[src/sv/pcc_pkg.sv]
// Shared constants, types and the direction table of the polygon chain-code generator.
`timescale 1ns / 1ps

package pcc_pkg;

	localparam int COORD_BITS = 14;
	localparam int MAX_SPAN   = 32;

	// span counter holds 0..MAX_SPAN; remainder holds -2*MAX_SPAN..4*MAX_SPAN-1
	localparam int SPAN_BITS = $clog2(MAX_SPAN + 1);
	localparam int R_BITS    = SPAN_BITS + 2;

	localparam int S_DATA_W = ((2 * COORD_BITS + 7) / 8) * 8;
	localparam int M_DATA_W = 8;
	localparam int M_USER_W = 2;

	// Freeman directions, y grows downward
	localparam logic [2:0] DIR_E  = 3'd0;
	localparam logic [2:0] DIR_NE = 3'd1;
	localparam logic [2:0] DIR_N  = 3'd2;
	localparam logic [2:0] DIR_NW = 3'd3;
	localparam logic [2:0] DIR_W  = 3'd4;
	localparam logic [2:0] DIR_SW = 3'd5;
	localparam logic [2:0] DIR_S  = 3'd6;
	localparam logic [2:0] DIR_SE = 3'd7;

	// unit moves: bit 1 = positive, bit 0 = negative
	localparam logic [1:0] MV_NONE = 2'b00;
	localparam logic [1:0] MV_NEG  = 2'b01;
	localparam logic [1:0] MV_POS  = 2'b10;

	typedef struct packed {
		logic                        zero;
		logic                        too_long;
		logic signed [R_BITS-1:0]    dx2;
		logic signed [R_BITS-1:0]    dy2;
		logic        [SPAN_BITS-1:0] span;
	} edge_info_t;

	typedef struct packed {
		logic load;
		logic step;
	} dda_ctl_t;

	function automatic logic [2:0] move_code(input logic [1:0] mx, input logic [1:0] my);
		logic [2:0] code;
		case ({mx, my})
			{MV_NEG,  MV_NEG}:  code = DIR_NW;
			{MV_NEG,  MV_NONE}: code = DIR_W;
			{MV_NEG,  MV_POS}:  code = DIR_SW;
			{MV_NONE, MV_NEG}:  code = DIR_N;
			{MV_NONE, MV_POS}:  code = DIR_S;
			{MV_POS,  MV_NEG}:  code = DIR_NE;
			{MV_POS,  MV_POS}:  code = DIR_SE;
			default:            code = DIR_E;
		endcase
		return code;
	endfunction

endpackage

[src/sv/pcc_edge_calc.sv]
// Edge setup: deltas, step count and span check of one polygon edge.
`timescale 1ns / 1ps

module pcc_edge_calc import pcc_pkg::*; (
	input  logic [COORD_BITS-1:0] x0,
	input  logic [COORD_BITS-1:0] y0,
	input  logic [COORD_BITS-1:0] x1,
	input  logic [COORD_BITS-1:0] y1,
	output edge_info_t            info
);

	logic signed [COORD_BITS:0] dx;
	logic signed [COORD_BITS:0] dy;
	logic signed [COORD_BITS:0] dx_abs;
	logic signed [COORD_BITS:0] dy_abs;
	logic        [COORD_BITS-1:0] ax;
	logic        [COORD_BITS-1:0] ay;
	logic        [COORD_BITS-1:0] s;

	always_comb begin
		dx     = $signed({1'b0, x1}) - $signed({1'b0, x0});
		dy     = $signed({1'b0, y1}) - $signed({1'b0, y0});
		dx_abs = dx[COORD_BITS] ? -dx : dx;
		dy_abs = dy[COORD_BITS] ? -dy : dy;
		ax     = dx_abs[COORD_BITS-1:0];
		ay     = dy_abs[COORD_BITS-1:0];
		s      = (ax > ay) ? ax : ay;

		info.zero     = (s == '0);
		info.too_long = (s > COORD_BITS'(MAX_SPAN));
		// only meaningful when the span fits
		info.dx2      = $signed({dx[SPAN_BITS:0], 1'b0});
		info.dy2      = $signed({dy[SPAN_BITS:0], 1'b0});
		info.span     = s[SPAN_BITS-1:0];
	end

endmodule

[src/sv/pcc_dda.sv]
// DDA stepper: per-axis remainder accumulators and step counter, one code per step.
`timescale 1ns / 1ps

module pcc_dda import pcc_pkg::*; (
	input  logic       clk,
	input  logic       arst_n,
	input  dda_ctl_t   ctl,
	input  edge_info_t info,
	output logic [2:0] code,
	output logic       last_step
);

	logic signed [R_BITS-1:0]    rx_q;
	logic signed [R_BITS-1:0]    ry_q;
	logic signed [R_BITS-1:0]    dx2_q;
	logic signed [R_BITS-1:0]    dy2_q;
	logic signed [R_BITS-1:0]    two_s_q;
	logic        [SPAN_BITS-1:0] cnt_q;

	logic signed [R_BITS-1:0] sum_x;
	logic signed [R_BITS-1:0] sum_y;
	logic signed [R_BITS-1:0] rx_next;
	logic signed [R_BITS-1:0] ry_next;
	logic        [1:0]        mx;
	logic        [1:0]        my;

	// remainder of (2*k*d + s) / (2*s); quotient moves by at most one per step
	always_comb begin
		sum_x = rx_q + dx2_q;
		sum_y = ry_q + dy2_q;
		if (sum_x >= two_s_q) begin
			mx      = MV_POS;
			rx_next = sum_x - two_s_q;
		end else if (sum_x < 0) begin
			mx      = MV_NEG;
			rx_next = sum_x + two_s_q;
		end else begin
			mx      = MV_NONE;
			rx_next = sum_x;
		end
		if (sum_y >= two_s_q) begin
			my      = MV_POS;
			ry_next = sum_y - two_s_q;
		end else if (sum_y < 0) begin
			my      = MV_NEG;
			ry_next = sum_y + two_s_q;
		end else begin
			my      = MV_NONE;
			ry_next = sum_y;
		end
		code      = move_code(mx, my);
		last_step = (cnt_q == SPAN_BITS'(1));
	end

	always_ff @(posedge clk or negedge arst_n) begin
		if (!arst_n) begin
			cnt_q <= '0;
		end else if (ctl.load) begin
			cnt_q <= info.span;
		end else if (ctl.step) begin
			cnt_q <= cnt_q - SPAN_BITS'(1);
		end
	end

	always_ff @(posedge clk) begin
		if (ctl.load) begin
			rx_q    <= $signed(R_BITS'(info.span));
			ry_q    <= $signed(R_BITS'(info.span));
			two_s_q <= $signed(R_BITS'({info.span, 1'b0}));
			dx2_q   <= info.dx2;
			dy2_q   <= info.dy2;
		end else if (ctl.step) begin
			rx_q <= rx_next;
			ry_q <= ry_next;
		end
	end

endmodule

[src/sv/polygon_chain_code_generator.sv]
// Top level: vertex store, edge sequencer and output register of the chain-code generator.
//
//  channel | dir | fields
//  s_*     | in  | tdata: vert_x, vert_y; tlast: last_vertex
//  m_*     | out | tdata: dir_code; tuser: closing_edge, span_error; tlast: run_last
//
// An item is accepted in the idle state, then each edge (a zero-length open edge included)
// passes through the setup state and, if it has codes, the step state, where the single DDA
// stepper puts out one code per cycle unless a held result stalls it; an overlong edge puts
// out its error result from the setup state. An opening vertex that emits nothing stays idle.
// s_tready is high only while the sequencer is idle; a held result stalls stepping.
// Reset closes any open polygon.
`timescale 1ns / 1ps

module polygon_chain_code_generator import pcc_pkg::*; (
	input  logic                clk,
	input  logic                arst_n,
	input  logic                s_tvalid,
	output logic                s_tready,
	input  logic [S_DATA_W-1:0] s_tdata,   // vert_x, vert_y, zero pad
	input  logic                s_tlast,   // last_vertex
	output logic                m_tvalid,
	input  logic                m_tready,
	output logic [M_DATA_W-1:0] m_tdata,   // dir_code, zero pad
	output logic [M_USER_W-1:0] m_tuser,   // closing_edge, span_error
	output logic                m_tlast    // run_last
);

	localparam logic [1:0] ST_IDLE  = 2'd0;
	localparam logic [1:0] ST_SETUP = 2'd1;
	localparam logic [1:0] ST_STEP  = 2'd2;

	logic [1:0] state_q;
	logic       have_vertex_q;
	logic       closing_q;
	logic       close_pend_q;

	logic [COORD_BITS-1:0] first_x_q;
	logic [COORD_BITS-1:0] first_y_q;
	logic [COORD_BITS-1:0] prev_x_q;
	logic [COORD_BITS-1:0] prev_y_q;
	logic [COORD_BITS-1:0] ex0_q;
	logic [COORD_BITS-1:0] ey0_q;
	logic [COORD_BITS-1:0] ex1_q;
	logic [COORD_BITS-1:0] ey1_q;

	logic       m_valid_q;
	logic [2:0] code_q;
	logic       closing_out_q;
	logic       err_q;
	logic       last_q;

	logic [COORD_BITS-1:0] in_x;
	logic [COORD_BITS-1:0] in_y;
	logic                  accept;
	logic                  out_free;
	logic                  emit;
	logic                  emit_err;
	logic                  advance;
	logic                  item_end;
	logic [2:0]            dda_code;
	logic                  dda_last;
	edge_info_t            info;
	dda_ctl_t              dda_ctl;

	pcc_edge_calc u_calc (
		.x0   (ex0_q),
		.y0   (ey0_q),
		.x1   (ex1_q),
		.y1   (ey1_q),
		.info (info)
	);

	pcc_dda u_dda (
		.clk       (clk),
		.arst_n    (arst_n),
		.ctl       (dda_ctl),
		.info      (info),
		.code      (dda_code),
		.last_step (dda_last)
	);

	always_comb begin
		in_x     = s_tdata[COORD_BITS-1:0];
		in_y     = s_tdata[2*COORD_BITS-1:COORD_BITS];
		s_tready = (state_q == ST_IDLE);
		accept   = s_tvalid && s_tready;
		out_free = !m_valid_q || m_tready;
		item_end = closing_q || !close_pend_q;

		emit         = 1'b0;
		emit_err     = 1'b0;
		advance      = 1'b0;
		dda_ctl.load = 1'b0;
		dda_ctl.step = 1'b0;
		case (state_q)
			ST_SETUP: begin
				if (info.zero) begin
					advance = 1'b1;
				end else if (info.too_long) begin
					emit_err = out_free;
					advance  = out_free;
				end else begin
					dda_ctl.load = 1'b1;
				end
			end
			ST_STEP: begin
				emit         = out_free;
				dda_ctl.step = out_free;
				advance      = out_free && dda_last;
			end
			default: ;
		endcase
	end

	always_ff @(posedge clk or negedge arst_n) begin
		if (!arst_n) begin
			state_q       <= ST_IDLE;
			have_vertex_q <= 1'b0;
			closing_q     <= 1'b0;
			close_pend_q  <= 1'b0;
			m_valid_q     <= 1'b0;
		end else begin
			if (emit || emit_err) begin
				m_valid_q <= 1'b1;
			end else if (m_tready) begin
				m_valid_q <= 1'b0;
			end

			case (state_q)
				ST_IDLE: begin
					if (accept) begin
						if (have_vertex_q) begin
							state_q       <= ST_SETUP;
							closing_q     <= 1'b0;
							close_pend_q  <= s_tlast && ((in_x != first_x_q) ||
							                             (in_y != first_y_q));
							have_vertex_q <= !s_tlast;
						end else begin
							// a lone closing vertex has a zero-length closing edge
							have_vertex_q <= !s_tlast;
						end
					end
				end
				ST_SETUP: begin
					if (dda_ctl.load) begin
						state_q <= ST_STEP;
					end else if (advance) begin
						if (!closing_q && close_pend_q) begin
							closing_q    <= 1'b1;
							close_pend_q <= 1'b0;
						end else begin
							state_q <= ST_IDLE;
						end
					end
				end
				ST_STEP: begin
					if (advance) begin
						if (!closing_q && close_pend_q) begin
							state_q      <= ST_SETUP;
							closing_q    <= 1'b1;
							close_pend_q <= 1'b0;
						end else begin
							state_q <= ST_IDLE;
						end
					end
				end
				default: begin
					state_q <= ST_IDLE;
				end
			endcase
		end
	end

	// vertex and edge endpoint registers
	always_ff @(posedge clk) begin
		if (accept) begin
			prev_x_q <= in_x;
			prev_y_q <= in_y;
			ex0_q    <= prev_x_q;
			ey0_q    <= prev_y_q;
			ex1_q    <= in_x;
			ey1_q    <= in_y;
			if (!have_vertex_q) begin
				first_x_q <= in_x;
				first_y_q <= in_y;
			end
		end else if (advance && !closing_q && close_pend_q) begin
			// load the closing edge: current vertex back to the first one
			ex0_q <= prev_x_q;
			ey0_q <= prev_y_q;
			ex1_q <= first_x_q;
			ey1_q <= first_y_q;
		end
	end

	always_ff @(posedge clk) begin
		if (emit) begin
			code_q        <= dda_code;
			closing_out_q <= closing_q;
			err_q         <= 1'b0;
			last_q        <= dda_last && item_end;
		end else if (emit_err) begin
			code_q        <= DIR_E;
			closing_out_q <= closing_q;
			err_q         <= 1'b1;
			last_q        <= item_end;
		end
	end

	assign m_tvalid = m_valid_q;
	assign m_tdata  = M_DATA_W'(code_q);
	assign m_tuser  = {err_q, closing_out_q};
	assign m_tlast  = last_q;

endmodule
[config.mk]
export PLATFORM = sky130hd
export DESIGN_NAME = polygon_chain_code_generator
export DESIGN_NICKNAME = d
export VERILOG_FILES = /design/src/sv/pcc_pkg.sv /design/src/sv/pcc_edge_calc.sv /design/src/sv/pcc_dda.sv /design/src/sv/polygon_chain_code_generator.sv
export SDC_FILE = /design/constraint.sdc
export NUM_CORES = 1
export LEC_CHECK = 0
export ABC_CLOCK_PERIOD_IN_PS = 12120
export BUFFER_PORTS_ARGS = -buffer_cell sky130_fd_sc_hd__buf_4
export CAP_MARGIN = 20
export CORE_MARGIN = 2
export CORE_UTILIZATION = 59
export CTS_CLUSTER_SIZE = 10
export DETAILED_ROUTE_END_ITERATION = 10
export PLACE_DENSITY = 0.77
export SKIP_LAST_GASP = 1
export SLEW_MARGIN = 15
export SYNTH_ARGS = -nofsm -noshare
export SYNTH_HDL_FRONTEND = slang
export SYNTH_SLANG_ARGS = --single-unit
[constraint.sdc]
create_clock -name clk -period 12.12 [get_ports clk]
set_input_delay 2.424 -clock clk [delete_from_list [all_inputs] [get_ports clk]]
set_output_delay 2.424 -clock clk [all_outputs]
set_load 0.02 [all_outputs]
# Word-level counts from Yosys, hierarchy flattened
# Index checks and enable logic that the tools add are counted.
dict set report classes {
  muxes 63
  n_lt_le_gt_ge 6
  n_reduce_logical 26
  n_bitwise 1
  n_eq_ne 18
  addsub 11
}
# operator n
set op_table {}
lappend op_table {{two-way mux 14 bit} 11}
lappend op_table {{two-way mux 6 bit} 6}
lappend op_table {{adder 8 bit} 4}
lappend op_table {{two-way mux 8 bit} 4}
lappend op_table {{subtractor 14 x 14 -> 15 bit} 2}
lappend op_table {{!= test 14 bit} 2}
lappend op_table {{negator 14 bit} 2}
lappend op_table {{two-way mux 1 bit} 27}
lappend op_table {{one-hot mux 3 bit (7 select lines)} 1}
lappend op_table {{greater-or-equal comparator 8 bit} 2}
lappend op_table {{< comparator 8 x 1 -> 1 bit, second input constant} 2}
lappend op_table {{two-way mux 2 bit} 8}
lappend op_table {{subtractor 8 bit} 2}
lappend op_table {{> comparator 14 bit} 1}
lappend op_table {{> comparator 14 x 6 -> 1 bit, second input constant} 1}
lappend op_table {{logical NOT 14 bit} 1}
lappend op_table {{== test 4 x 3 -> 1 bit, second input constant} 3}
lappend op_table {{== test 4 bit, second input constant} 2}
lappend op_table {{nonzero test 2 bit} 4}
lappend op_table {{logical AND 1 bit} 7}
lappend op_table {{== test 6 x 1 -> 1 bit, second input constant} 1}
lappend op_table {{two-way mux 3 bit} 2}
lappend op_table {{!= test 3 bit, second input constant} 2}
lappend op_table {{one-hot mux 1 bit (3 select lines)} 2}
lappend op_table {{other kinds (17)} 26}
dict set report word_totals {
  reg_bits 166
  output_inout_bits 13
}

# Depth between registers and ports, before layout
dict set report logic_depth {
  depth_word 13
  ltp_mapped 27
  ltp_nobuf 26
}

# Cells and area by module
# A second synthesis with hierarchy kept.
dict set report unflattened {
  hier_cells 1062
  area_unflattened_um2 11312.1
}
# mod cells_each seq_area_each_um2 n_inst area_per_inst_um2
set by_module_without_submodules {}
lappend by_module_without_submodules {polygon_chain_code_generator 248 3683.5 1 4693.3}
lappend by_module_without_submodules {pcc_dda 354 1251.2 1 3540.9}
lappend by_module_without_submodules {pcc_edge_calc 460 0.0 1 3078.0}

# Worst setup path before layout
# No wires, ideal clock.
dict set report synth_timing {
  path_type {reg2reg}
  from {register ex0_q[0]}
  to {register ex0_q[0] (enable)}
  slack_ns 2.645
  n_path_buf 1
  t_required_ns 11.573
  setup_ns 0.547
  t_arrival_ns 8.928
  period_less_slack_ns 9.475
  path_stages_with_launch 22
  cell_sequence {edfxtp_1 ha_1 fa_1 xor2_2 inv_2 or4_1 mux2i_1 nand2b_1 or3_4 o21a_1 xor2_1 ha_1 nand4_1 a211oi_1 a21oi_1 a21oi_1 buf_2 mux2i_1 o2111ai_1 a21oi_1 a211oi_2 o21ai_0}
}
# item line_no
set synth_rtl {}
lappend synth_rtl {{start, declared} polygon_chain_code_generator.sv:42} ;# logic [COORD_BITS-1:0] ex0_q;
lappend synth_rtl {{start signal, assigned} polygon_chain_code_generator.sv:180} ;# ex0_q <= prev_x_q;
lappend synth_rtl {{start signal, assigned} polygon_chain_code_generator.sv:190} ;# ex0_q <= prev_x_q;

==> flow_metrics.env <==
export IMPL_status="complete, no violations"
export IMPL_post_place_ws_ns=4.61
export IMPL_rrSetupSlack_ns=4.49
export IMPL_num_antenna_cells=0
export IMPL_io_buffers=40
export IMPL_post_cts_buffers=0
export IMPL_mappedNetlistArea_um2=10900
export IMPL_ys_ff_latch=165
export IMPL_async_flop_share_pct=7.27
export IMPL_hp_class="flop to flop"
export IMPL_antenna_found_initial=0
export IMPL_hold_path_end="ey0_q[7]"
export IMPL_grt_pass1_vias=7616
export IMPL_ff2ff_path_depth=24
export IMPL_num_vias=7757
export IMPL_crit_path_max_fanout=20
export IMPL_crit_arrival_ns=7.94
export IMPL_hold_buffers=0
export IMPL_regArea_um2=4840
export IMPL_critPathLaunchType="flop"
export IMPL_peakVddDrop_v=0.000261
export IMPL_tns_ns=0
export IMPL_drv_cap=0
export IMPL_htree_num_levels=4
export IMPL_rows=49
export IMPL_synth_warnings=0
export IMPL_cts_resized=0
export IMPL_area_delta_synth_final_pct=10.3
export IMPL_hold_depth=0
export IMPL_maxSlewHeadroom_pct=43.1
export IMPL_regToRegStartpoint="ex0_q[0]"
export IMPL_max_freq_ghz=0.131
export IMPL_die_h_um=140
export IMPL_clk_pin_slew_ns=0.07
export IMPL_numCtsBuffers=17
export IMPL_drc=0
export IMPL_grtUsageTotal_pct=23.8
export IMPL_placed_area_um2=11400
export IMPL_leakage_nw=4.81
export IMPL_grt_pass1_wl_mm=37.2
export IMPL_pwr_density_cell_nw_per_um2=305
export IMPL_die_w_um=140
export IMPL_cts_sinks=165
export IMPL_insertion_delay_ns=0.43
export IMPL_end_kind="flop"
export IMPL_hp_start="prev_y_q[7]"
export IMPL_fin_skew_ns=0.0127
export IMPL_required_ns=12.43
export IMPL_vias_per_cell=5.97
export IMPL_ant_nets=0
export IMPL_yosysSeqAreaShare_pct=44.3
export IMPL_cts_tree="done"
export IMPL_drt_total_wl_mm=22.6
export IMPL_drtPass1Iterations=5
export IMPL_finish_net_count=1190
export IMPL_io_pins=50
export IMPL_rr_endpoint="closing_q"
export IMPL_ctsLongestPathBuffers=2
export IMPL_wl_per_cell_um=17.4
export IMPL_nFillCells=1400
export IMPL_die_area_um2=19600
export IMPL_grt_max_degree=57
export IMPL_final_cell_mix="edfxtp_1, ha_1, inv_1"
export IMPL_start_util_pct=60.4
export IMPL_hold_viol_final=0
export IMPL_cts_root_buffer="clkbuf_16"
export IMPL_drive_gt1_share_pct=12.6
export IMPL_hpwl_mm=16.7
export IMPL_grt_overflow_total=0
export IMPL_worst_slack_ns=4.49
export IMPL_avgSynthCellArea_um2=10.8
export IMPL_drt_iter0_markers=493
export IMPL_multi_input_area_um2=5620
export IMPL_final_cell_area_um2=12100
export IMPL_path_class="flop to flop"
export IMPL_rsz0062_at_grt="no"
export IMPL_maxSlewViolCount=0
export IMPL_synth_top_flop_cell="edfxtp_1"
export IMPL_tightest_slew_ns=0.848
export IMPL_ys_types=87
export IMPL_final_common_cell="edfxtp_1"
export IMPL_core_area_um2=18100
export IMPL_fin_crit_sh_pct=63.0
export IMPL_synth_edf_count=148
export IMPL_finalSetupViolCount=0
export IMPL_layout_min_cycle_time_ns=7.63
export IMPL_gp_congestion=0.923
export IMPL_syn_inst=1015
-- cell families after synthesis --
group	share of synthesized area, %
xor+xnor	7.58
fa+ha+maj	11.5
compound gates	15.5
flops	44.3
mux	4.75
buf+inv	4.54
other cells	0.0343
simple gates	11.8
-- how the worst max path moves through the flow --
stage	startpoint	endpoint	slack (ns)	depth (start not counted)
2_1_floorplan	ex0_q[0]	ex0_q[0]	2.64	21
3_3_place_gp	ex0_q[0]	closing_q	4.71	24
3_5_place_dp	ex0_q[0]	closing_q	4.61	24
4_1_cts	ex0_q[0]	closing_q	4.50	24
5_1_grt	ex0_q[0]	closing_q	3.95	24
6_report	ex0_q[0]	closing_q	4.49	24
-- critical path, cell delays in order (launching register included) --
cell and delay, ns:
edfxtp_1 0.37, ha_1 0.27, fa_1 0.44, xor2_2 0.37
inv_2 0.07, or4_1 0.40, mux2i_1 0.21, nand2b_1 0.20
or3_4 0.44, o31ai_1 0.28, xnor2_1 0.13, ha_1 0.31
nand4_1 0.13, a211oi_1 0.24, a21oi_1 0.10, a21oi_1 0.63
buf_4 0.29, mux2i_1 0.52, a21oi_1 0.12, a221oi_2 0.40
and3_1 0.77, buf_4 0.37, or3_4 0.18, nor3b_1 0.05
o22a_1 0.19
-- sequential cells by signal (all words and copies together), names as in the netlist, 2 cells and up --
signal	flops
ex0_q	14
ex1_q	14
ey0_q	14
ey1_q	14
first_x_q	14
first_y_q	14
prev_x_q	14
prev_y_q	14
u_dda.ry_q	8
u_dda.dx2_q	7
u_dda.dy2_q	7
u_dda.rx_q	7
u_dda.cnt_q	6
u_dda.two_s_q	6
code_q	3
state_q	2
-- per-stage QoR --
stage	cells	util [%]	power (W)	hold WS (ns)
2_1_floorplan	1019	-	0.00262	0.400
3_3_place_gp	1266	63.2	0.00304	0.401
3_5_place_dp	1266	63.2	0.00310	0.405
4_1_cts	1298	66.5	0.00367	0.421
5_1_grt	1299	66.7	0.00398	0.427
6_report	1299	66.7	0.00367	0.419
-- report_power, final --
part / total, W / leakage (nW) / switching, W / internal, W
Combinational: 0.00224 / 2.96 / 0.00137 / 0.000866
Sequential: 0.000886 / 1.56 / 0.0000535 / 0.000833
Clock: 0.000548 / 0.296 / 0.000237 / 0.000311
Total: 0.00367 / 4.81 / 0.00166 / 0.00201
-- area by class of cell --
cell class,count,area share [%]
Timing Repair Buffer,47,3.07
Clock inverter,14,1.41
Tap cell,229,2.38
Multi-Input combinational cell,737,46.6
Clock buffer,18,3.56
Inverter,89,2.77
Sequential cell,165,40.2
-- cell usage after synthesis, types with 13 or more instances --
library cell	number	area share, %
and2_1	13	0.74
a21oi_1	66	3.0
nand2_1	48	1.6
inv_1	87	3.0
a21o_1	23	1.6
mux2_2	29	3.0
mux2i_1	17	1.6
nor2_1	76	2.6
xnor2_1	45	3.6
xor2_1	44	3.5
ha_1	88	10
nand3_1	22	1.0
o21ai_0	42	1.9
nor3_1	19	0.87
edfxtp_1	148	41
-- per-layer routing --
metal / wire, um / vias up / GRT usage, %
li1: - / 3831 / -
met1: 9840 / 3700 / 30.0
met4: 796 / 0 / 10.5
met5: 0 / - / 0
met3: 692 / 50 / 3.42
met2: 11300 / 176 / 41.0
No activity file was read; power rests on OpenSTA's default activity.
